===== src/rtl/dfe_pkg.sv =====
`timescale 1ns / 1ps
// ----------------------------------------------------------------------------
// dfe_pkg: shared definitions of the delimited frame extractor
// Register indexes, field widths, defaults and small helper functions.
// ----------------------------------------------------------------------------
package dfe_pkg;

  localparam int BUF_DEPTH_DEF   = 64;
  localparam int MAX_PATTERN_DEF = 7;
  localparam int MIN_FRAME_DEF   = 10;

  localparam int BYTE_W   = 8;
  localparam int CNT_W    = 7;
  localparam int PROG_W   = 3;
  localparam int PAT_W    = 59;
  localparam int CFG_AW   = 3;
  localparam int NUM_PAT  = 4;

  // Output tdata layout: out_byte, then frame_length, padded to 16 bits.
  localparam int OUT_TDATA_W = 16;
  localparam int LEN_LSB     = BYTE_W;
  localparam int LEN_MSB     = BYTE_W + CNT_W - 1;

  localparam logic [CFG_AW-1:0] CFG_HEAD_START = 3'd0;
  localparam logic [CFG_AW-1:0] CFG_HEAD_END   = 3'd1;
  localparam logic [CFG_AW-1:0] CFG_TAIL_START = 3'd2;
  localparam logic [CFG_AW-1:0] CFG_TAIL_END   = 3'd3;
  localparam logic [CFG_AW-1:0] CFG_MAX_LEN    = 3'd4;
  localparam logic [CFG_AW-1:0] CFG_STRIP_HEAD = 3'd5;
  localparam logic [CFG_AW-1:0] CFG_STRIP_TAIL = 3'd6;

  localparam logic [CNT_W-1:0] MAX_LEN_RST = 7'd64;

  typedef enum logic [1:0] {
    ST_IDLE = 2'b01,
    ST_EMIT = 2'b10
  } state_t;

  // Byte k of a packed delimiter pattern, first byte in the low bits.
  function automatic logic [BYTE_W-1:0] pat_byte(input logic [PAT_W-1:0] r,
                                                 input logic [PROG_W-1:0] k);
    logic [PAT_W-1:0] sh;
    sh = r >> {k, 3'b000};
    return sh[BYTE_W-1:0];
  endfunction

  function automatic logic [CNT_W-1:0] sat_inc(input logic [CNT_W-1:0] v);
    return (v == {CNT_W{1'b1}}) ? v : v + 1'b1;
  endfunction

endpackage


===== src/rtl/dfe_ram.sv =====
`timescale 1ns / 1ps
// ----------------------------------------------------------------------------
// dfe_ram: generic single-write, single-read RAM
// Synchronous write, registered read that holds while the read enable is low.
// ----------------------------------------------------------------------------
module dfe_ram #(
  parameter int WIDTH = 8,
  parameter int DEPTH = 64
) (
  input  logic                     clk,
  input  logic                     wr_en,
  input  logic [$clog2(DEPTH)-1:0] wr_addr,
  input  logic [WIDTH-1:0]         wr_data,
  input  logic                     rd_en,
  input  logic [$clog2(DEPTH)-1:0] rd_addr,
  output logic [WIDTH-1:0]         rd_data
);

  logic [WIDTH-1:0] mem [DEPTH];

  always_ff @(posedge clk) begin
    if (wr_en) begin
      mem[wr_addr] <= wr_data;
    end
    if (rd_en) begin
      rd_data <= mem[rd_addr];
    end
  end

endmodule


===== src/rtl/delimited_frame_extractor.sv =====
`timescale 1ns / 1ps
// A byte is matched in the cycle it is accepted; one byte per cycle while idle.
// The closing byte of a completed frame sets the state to emit; its bytes then
// leave one per cycle unless m_tready stalls, via the single registered read
// port of the frame store; input waits until the last byte has been read out.
// Reset clears state, counters, pattern progress and configuration, not the store.
// ----------------------------------------------------------------------------
// delimited_frame_extractor
// Byte-stream deframer: buffers bytes, tracks four delimiter patterns and
// streams out each completed frame, optionally without header and trailer.
// ----------------------------------------------------------------------------
module delimited_frame_extractor #(
  parameter int BUF_DEPTH   = dfe_pkg::BUF_DEPTH_DEF,
  parameter int MAX_PATTERN = dfe_pkg::MAX_PATTERN_DEF,
  parameter int MIN_FRAME   = dfe_pkg::MIN_FRAME_DEF
) (
  input  logic                             clk,
  input  logic                             rst,
  input  logic                             s_tvalid,
  output logic                             s_tready,
  input  logic [dfe_pkg::BYTE_W-1:0]       s_tdata,   // [7:0] in_byte
  output logic                             m_tvalid,
  input  logic                             m_tready,
  output logic [dfe_pkg::OUT_TDATA_W-1:0]  m_tdata,   // [7:0] out_byte, [14:8] frame_length
  output logic                             m_tlast,   // frame_last
  input  logic                             cfg_we,
  input  logic [dfe_pkg::CFG_AW-1:0]       cfg_addr,
  input  logic [dfe_pkg::PAT_W-1:0]        cfg_wdata
);

  localparam int AW = $clog2(BUF_DEPTH);
  localparam int CW = dfe_pkg::CNT_W;
  localparam int PW = dfe_pkg::PROG_W;

  // Configuration registers.
  logic [dfe_pkg::NUM_PAT-1:0][dfe_pkg::PAT_W-1:0] pat;
  logic [CW-1:0] max_len;
  logic          strip_head;
  logic          strip_tail;

  // Matching state.
  dfe_pkg::state_t state, state_next;
  logic [CW-1:0] fill, fill_next;
  logic [CW-1:0] head_cnt, head_next;
  logic [CW-1:0] tail_cnt, tail_next;
  logic [dfe_pkg::NUM_PAT-1:0][PW-1:0] prog, prog_next;

  // Emission state.
  logic [CW-1:0] emit_len, emit_start, emit_idx;
  logic [CW-1:0] go_len, go_start;
  logic          go_emit;
  logic [CW-1:0] len_reg;
  logic          last_reg;

  logic          accept;
  logic          issue;
  logic          wr_en;
  logic [CW-1:0] wr_pos;
  logic [CW-1:0] rd_pos;
  logic [dfe_pkg::BYTE_W-1:0] rd_byte;

  logic [PW-1:0] plen [dfe_pkg::NUM_PAT];
  logic [CW-1:0] limit;

  assign s_tready = (state == dfe_pkg::ST_IDLE);
  assign accept   = s_tvalid && s_tready;
  assign issue    = (state == dfe_pkg::ST_EMIT) && (!m_tvalid || m_tready);
  assign rd_pos   = emit_start + emit_idx;

  always_comb begin
    for (int i = 0; i < dfe_pkg::NUM_PAT; i++) begin
      plen[i] = (pat[i][58:56] > PW'(MAX_PATTERN)) ? PW'(MAX_PATTERN) : pat[i][58:56];
    end
    limit = (int'(max_len) > BUF_DEPTH) ? CW'(BUF_DEPTH) : max_len;
  end

  // Next matching state for the byte on s_tdata.
  always_comb begin
    logic [dfe_pkg::BYTE_W-1:0] b;
    logic [CW-1:0] l;
    b          = s_tdata;
    fill_next  = fill;
    head_next  = head_cnt;
    tail_next  = tail_cnt;
    prog_next  = prog;
    wr_en      = 1'b0;
    wr_pos     = fill;
    go_emit    = 1'b0;
    go_len     = '0;
    go_start   = '0;
    l          = '0;

    if (prog_next[0] >= plen[0] && prog_next[1] < plen[1]) begin
      head_next = dfe_pkg::sat_inc(head_next);
    end
    if (prog_next[2] >= plen[2] && prog_next[3] < plen[3]) begin
      tail_next = dfe_pkg::sat_inc(tail_next);
    end

    // A full buffer drops the byte and all matching so far.
    if (fill_next >= limit) begin
      fill_next = '0;
      head_next = '0;
      tail_next = '0;
      prog_next = '0;
    end else begin
      wr_en     = 1'b1;
      fill_next = fill_next + 1'b1;
    end

    if (prog_next[0] < plen[0]) begin
      if (b == dfe_pkg::pat_byte(pat[0], prog_next[0])) begin
        head_next    = dfe_pkg::sat_inc(head_next);
        prog_next[0] = prog_next[0] + 1'b1;
      end else begin
        fill_next    = '0;
        head_next    = '0;
        prog_next[0] = '0;
      end
    end else if (prog_next[1] < plen[1]) begin
      if (b == dfe_pkg::pat_byte(pat[1], prog_next[1])) begin
        prog_next[1] = prog_next[1] + 1'b1;
      end else begin
        prog_next[1] = '0;
      end
    end else if (prog_next[2] < plen[2]) begin
      if (b == dfe_pkg::pat_byte(pat[2], prog_next[2])) begin
        tail_next    = dfe_pkg::sat_inc(tail_next);
        prog_next[2] = prog_next[2] + 1'b1;
      end else begin
        tail_next    = '0;
        prog_next[2] = '0;
      end
    end else if (prog_next[3] < plen[3]) begin
      if (b == dfe_pkg::pat_byte(pat[3], prog_next[3])) begin
        prog_next[3] = prog_next[3] + 1'b1;
      end else begin
        prog_next[3] = '0;
      end
    end

    if (prog_next[0] >= plen[0] && prog_next[1] >= plen[1] &&
        prog_next[2] >= plen[2] && prog_next[3] >= plen[3]) begin
      if (fill_next < CW'(MIN_FRAME)) begin
        // Too short: start over, and let this byte open a new header if it matches.
        fill_next = '0;
        head_next = '0;
        tail_next = '0;
        prog_next = '0;
        if (plen[0] != '0 && b == dfe_pkg::pat_byte(pat[0], '0)) begin
          wr_en        = 1'b1;
          wr_pos       = '0;
          head_next    = CW'(1);
          prog_next[0] = PW'(1);
          fill_next    = CW'(1);
        end
      end else begin
        l = fill_next;
        if (strip_tail) begin
          l = (l > tail_next) ? l - tail_next : '0;
        end
        if (strip_head) begin
          go_start = head_next;
          l = (l > head_next) ? l - head_next : '0;
        end
        go_len    = l;
        go_emit   = (l != '0);
        fill_next = '0;
        head_next = '0;
        tail_next = '0;
        prog_next = '0;
      end
    end
  end

  always_comb begin
    state_next = state;
    unique case (state)
      dfe_pkg::ST_IDLE: begin
        if (accept && go_emit) begin
          state_next = dfe_pkg::ST_EMIT;
        end
      end
      dfe_pkg::ST_EMIT: begin
        if (issue && (emit_idx + 1'b1 == emit_len)) begin
          state_next = dfe_pkg::ST_IDLE;
        end
      end
      default: state_next = dfe_pkg::ST_IDLE;
    endcase
  end

  always_ff @(posedge clk) begin
    if (rst) begin
      pat        <= '0;
      max_len    <= dfe_pkg::MAX_LEN_RST;
      strip_head <= 1'b0;
      strip_tail <= 1'b0;
    end else if (cfg_we) begin
      unique case (cfg_addr)
        dfe_pkg::CFG_HEAD_START: pat[0]     <= cfg_wdata;
        dfe_pkg::CFG_HEAD_END:   pat[1]     <= cfg_wdata;
        dfe_pkg::CFG_TAIL_START: pat[2]     <= cfg_wdata;
        dfe_pkg::CFG_TAIL_END:   pat[3]     <= cfg_wdata;
        dfe_pkg::CFG_MAX_LEN:    max_len    <= cfg_wdata[CW-1:0];
        dfe_pkg::CFG_STRIP_HEAD: strip_head <= cfg_wdata[0];
        dfe_pkg::CFG_STRIP_TAIL: strip_tail <= cfg_wdata[0];
        default: ;
      endcase
    end
  end

  always_ff @(posedge clk) begin
    if (rst) begin
      state    <= dfe_pkg::ST_IDLE;
      fill     <= '0;
      head_cnt <= '0;
      tail_cnt <= '0;
      prog     <= '0;
      emit_idx <= '0;
      m_tvalid <= 1'b0;
    end else begin
      state <= state_next;
      if (accept) begin
        fill     <= fill_next;
        head_cnt <= head_next;
        tail_cnt <= tail_next;
        prog     <= prog_next;
        emit_idx <= '0;
      end else if (issue) begin
        emit_idx <= emit_idx + 1'b1;
      end
      if (issue) begin
        m_tvalid <= 1'b1;
      end else if (m_tready) begin
        m_tvalid <= 1'b0;
      end
    end
  end

  always_ff @(posedge clk) begin
    if (accept && go_emit) begin
      emit_len   <= go_len;
      emit_start <= go_start;
    end
    if (issue) begin
      len_reg  <= emit_len;
      last_reg <= (emit_idx + 1'b1 == emit_len);
    end
  end

  dfe_ram #(
    .WIDTH (dfe_pkg::BYTE_W),
    .DEPTH (BUF_DEPTH)
  ) u_store (
    .clk     (clk),
    .wr_en   (accept && wr_en),
    .wr_addr (AW'(wr_pos)),
    .wr_data (s_tdata),
    .rd_en   (issue),
    .rd_addr (AW'(rd_pos)),
    .rd_data (rd_byte)
  );

  assign m_tdata = {{(dfe_pkg::OUT_TDATA_W - dfe_pkg::BYTE_W - CW){1'b0}}, len_reg, rd_byte};
  assign m_tlast = last_reg;

endmodule


===== config.mk =====
export PLATFORM = sky130hd
export DESIGN_NAME = delimited_frame_extractor
export DESIGN_NICKNAME = d
export VERILOG_FILES = /design/src/rtl/dfe_pkg.sv /design/src/rtl/dfe_ram.sv /design/src/rtl/delimited_frame_extractor.sv
export SDC_FILE = /design/constraint.sdc
export NUM_CORES = 1
export LEC_CHECK = 0
export ABC_AREA = 1
export BUFFER_PORTS_ARGS = -buffer_cell sky130_fd_sc_hd__buf_2
export CORE_UTILIZATION = 57
export CTS_BUF_LIST = sky130_fd_sc_hd__clkbuf_16
export DETAILED_ROUTE_END_ITERATION = 10
export MAX_ROUTING_LAYER = met4
export PLACE_DENSITY = 0.77
export SLEW_MARGIN = 40
export SYNTH_ARGS = -nofsm -noshare
export SYNTH_HDL_FRONTEND = slang
export SYNTH_SLANG_ARGS = --single-unit

===== constraint.sdc =====
create_clock -name clk -period 6.7 [get_ports clk]
set_clock_uncertainty 0.15 [all_clocks]
set_input_delay 0.67 -clock clk [delete_from_list [all_inputs] [get_ports clk]]
set_output_delay 0.67 -clock clk [all_outputs]
set_load 0.02 [all_outputs]

==> impl_metrics.ini <==
[cells_and_area]
largest_register_ffs = 512
drive_gt1_frac = 0.138
final_area_mm2 = 0.0429
fillers = 4983
ff_latch_area_mm2 = 0.0220
multi_input_area_mm2 = 0.0140
top_regs = u_store.mem: 512 flops, pat: 236 flops, prog: 12 flops
post-route-util = 0.666
areaGrowthSynthToFinish_pct = 15.3
largest-register = u_store.mem
nNetsFinal = 4197

[logic_synthesis]
ys_seq_area_frac = 0.591
synth_edf_count = 541
ys.flop_type = edfxtp_1
synth-seq-cells = 829
syn_area_mm2 = 0.0372
syn_avg_cell_area_um2 = 9.58
async_flop_share = 0
yosysWarnings = 0
syn_nets = 4029
syn_inst = 3885
synth_cell_type_count = 63

[power_and_ir_drop]
pwr-share-comb = 0.054
p_leak_nw = 16.8
vdd_drop_max_v = 0.000209
power_density_mw_per_mm2 = 249
p_int_mw = 8.24
switchingPower_mw = 2.43
finalPower_mw = 10.7
swShare = 0.227
seqPwrFrac = 0.517
clkPwrFrac = 0.428

[floorplanning]
core-area_mm2 = 0.0645
ioPinCount = 94
die_x_um = 258
die_area_mm2 = 0.0663
die_y_um = 258
start_util = 0.577
num_rows = 93

[clock_tree]
path_clk_slew_ns = 0.06
clockBufferDepth = 3
clkLatencyLatePin_ns = 0.65
cts_root_buf = clkbuf_16
cts.htree.levels = 3
cts.sinks = 829
cts_tree = yes
numCtsBuffers = 82
postCtsHoldBufs = 0

[sta]
hold_viol = 0
slew_violations = 0
relSlewSlack = 0.418
post-route-period-util = 1.00
min_period_ns = 6.71
holdWs_ns = 0.209
grt_setup_unrepaired = yes
timing.fmax_mhz = 149
worstMarginPinSlew_ns = 0.873
setup_viol = 14
setup_ws_ns = -0.00837

[min_path]
hp-start = m_tready
hold_path.class = in -> reg
hold_depth = 4
holdPathEnd = m_tvalid

[worst_setup_path]
reg2reg_slack_ns = -0.008
cp_data_arrival_time_ns = 6.93
cp.required_ns = 6.93
r2r_cells = 49
end_kind = flop
crit_top_cell = nand2_1
r2r_start = max_len[6]
worstPathMaxFanout = 7
r2r-end = emit_len[6]
critPathLaunchType = flop
critical_path.slowest_cell = dfxtp_2
cpPeakStageDelay_ns = 0.36
worstSetupPathType = reg -> reg

[routing]
first_iter_violations = 3955
wl_per_cell_um = 22.3
antenna_left = 0
drc = 0
first_pass_iters = 7
vias = 30400
wl_um = 111000
vias_per_cell = 6.12

[global_route]
grt_max_degree = 140
grt_pass1_vias = 28300
globalRouteTotalUtil = 0.336
grt_pass1_wl_um = 165000
grt_antenna_before_repair = 7
grt-ovfl-total = 0

[placement]
place.gp.congestion = 0.972
dp_worst_setup_slack_ns = -0.0524
dp_hpwl_um = 70400
dpl_cell_area_mm2 = 0.0397
port-buffer-count = 92

[outcome]
violations = setup timing
outcome = finished with violations

[run]
cap_violations = 0
-- worst max-delay path: cells and delay by family (launching register included) --
family,cells,cell delay [ns]
adder cells (fa/ha/maj),3,0.73
AO/OA/AOI/OAI,10,1.36
buffers and inverters,5,0.56
AND/OR/NAND/NOR,30,3.16
XOR/XNOR,1,0.09
flip-flops,1,0.36
-- metrics by stage --
step	instances	setup TNS, ns
2_1_floorplan	3885	0
3_3_place_gp	4801	0
3_5_place_dp	4807	-0.676
4_1_cts	4954	0
5_1_grt	4974	-8.14
6_report	4974	-0.0781
-- cell families after synthesis --
| logic type | synth area share |
|---|---|
| AOI/OAI and AO/OA | 0.128 |
| adders and majority gates | 0.0238 |
| muxes | 0.0172 |
| other | 0.000101 |
| and+or+nand+nor | 0.184 |
| xor gates and xnor gates | 0.0113 |
| buffers and inverters | 0.0444 |
| DFF | 0.591 |
-- Yosys cell counts (all sizes together), types with 2 or more instances --
cell	n	share of area
o31ai	4	0.00081
a31oi	18	0.0030
o221ai	64	0.015
nor3b	2	0.00054
o32ai	64	0.015
mux2i	64	0.017
nand4	27	0.0053
nand3	220	0.031
nor4	4	0.00084
a32o	3	0.00081
ha	66	0.022
o21ai	455	0.062
clkinv	7	0.00071
o22ai	21	0.0035
or2	7	0.0012
a21o	4	0.00081
nand3b	11	0.0022
a21oi	120	0.016
nand2	478	0.049
a22oi	4	0.00081
clkbuf	201	0.020
and3	2	0.00034
xor2	40	0.0094
a221oi	13	0.0031
a32oi	2	0.00047
inv	197	0.020
dfxtp	288	0.15
o21bai	6	0.0012
nor3	20	0.0034
edfxtp	541	0.44
buf	25	0.0035
fa	3	0.0016
a211oi	6	0.0012
nor2	871	0.090
xnor2	8	0.0019
o211ai	13	0.0030
-- final cells by class --
type	count	share of cell area
Timing Repair inverter	1	0.000204
Sequential cell	829	0.513
Antenna cell	3	0.000175
Multi-Input combinational cell	2626	0.326
Inverter	204	0.0189
Tap cell	855	0.0249
Clock buffer	85	0.0496
Clock inverter	62	0.0126
Timing Repair Buffer	309	0.0542
-- routing by layer --
layer / up-vias / global-route usage / routed length (um)
met5: - / - / 0
met3: 351 / 0.0665 / 12000
li1: 13900 / - / -
met2: 1770 / 0.504 / 50800
met1: 14400 / 0.436 / 42800
met4: 0 / 0.172 / 5640
-- power by group through the flow --
| stage | clock network [mW] | registers [mW] | logic (mW) |
|---|---|---|---|
| global placement | 0 | 5.63 | 0.516 |
| CTS | 4.59 | 5.52 | 0.530 |
| global route | 4.77 | 5.52 | 0.617 |
| detailed placement | 0 | 5.63 | 0.525 |
| floorplan | 0 | 5.62 | 0.253 |
| finish | 4.57 | 5.52 | 0.580 |
-- what timing repair did --
| action | CTS | global route |
|---|---|---|
| endpoints found under the setup margin | 13 | 53 |
| resized for setup | 4 | 102 |
| pin swaps | 0 | 48 |
| gates cloned | 0 | 2 |
| setup buffers | 0 | 15 |
-- worst max-delay path by stage --
stage	start	end	slack, ns	cells past startpoint
floorplan	fill[0]	emit_len[0]	0.02	50
finish	max_len[6]	emit_len[6]	-0.008	49
global placement	max_len[6]	emit_start[0]	0.10	50
global route	max_len[6]	state[1]	-0.48	49
detailed placement	max_len[6]	emit_start[4]	-0.05	48
CTS	max_len[6]	emit_start[2]	0.05	53
-- layout by cell type (no fill, tap or decap), types with 19 or more instances in the layout --
cell type  instances
o221ai_1          64
edfxtp_1         541
o21ai_0          439
o32ai_1           64
dfxtp_1          287
nand4_1           25
nand2_1          453
inv_1            180
nand3_1          211
mux2i_1           64
buf_2             92
ha_1              55
a21oi_1          111
xor2_1            36
clkinv_1          26
buf_4            193
nor2_1           851
inv_2             19
o22ai_1           21
clkbuf_16         86
(Power assumes the default switching activity.)
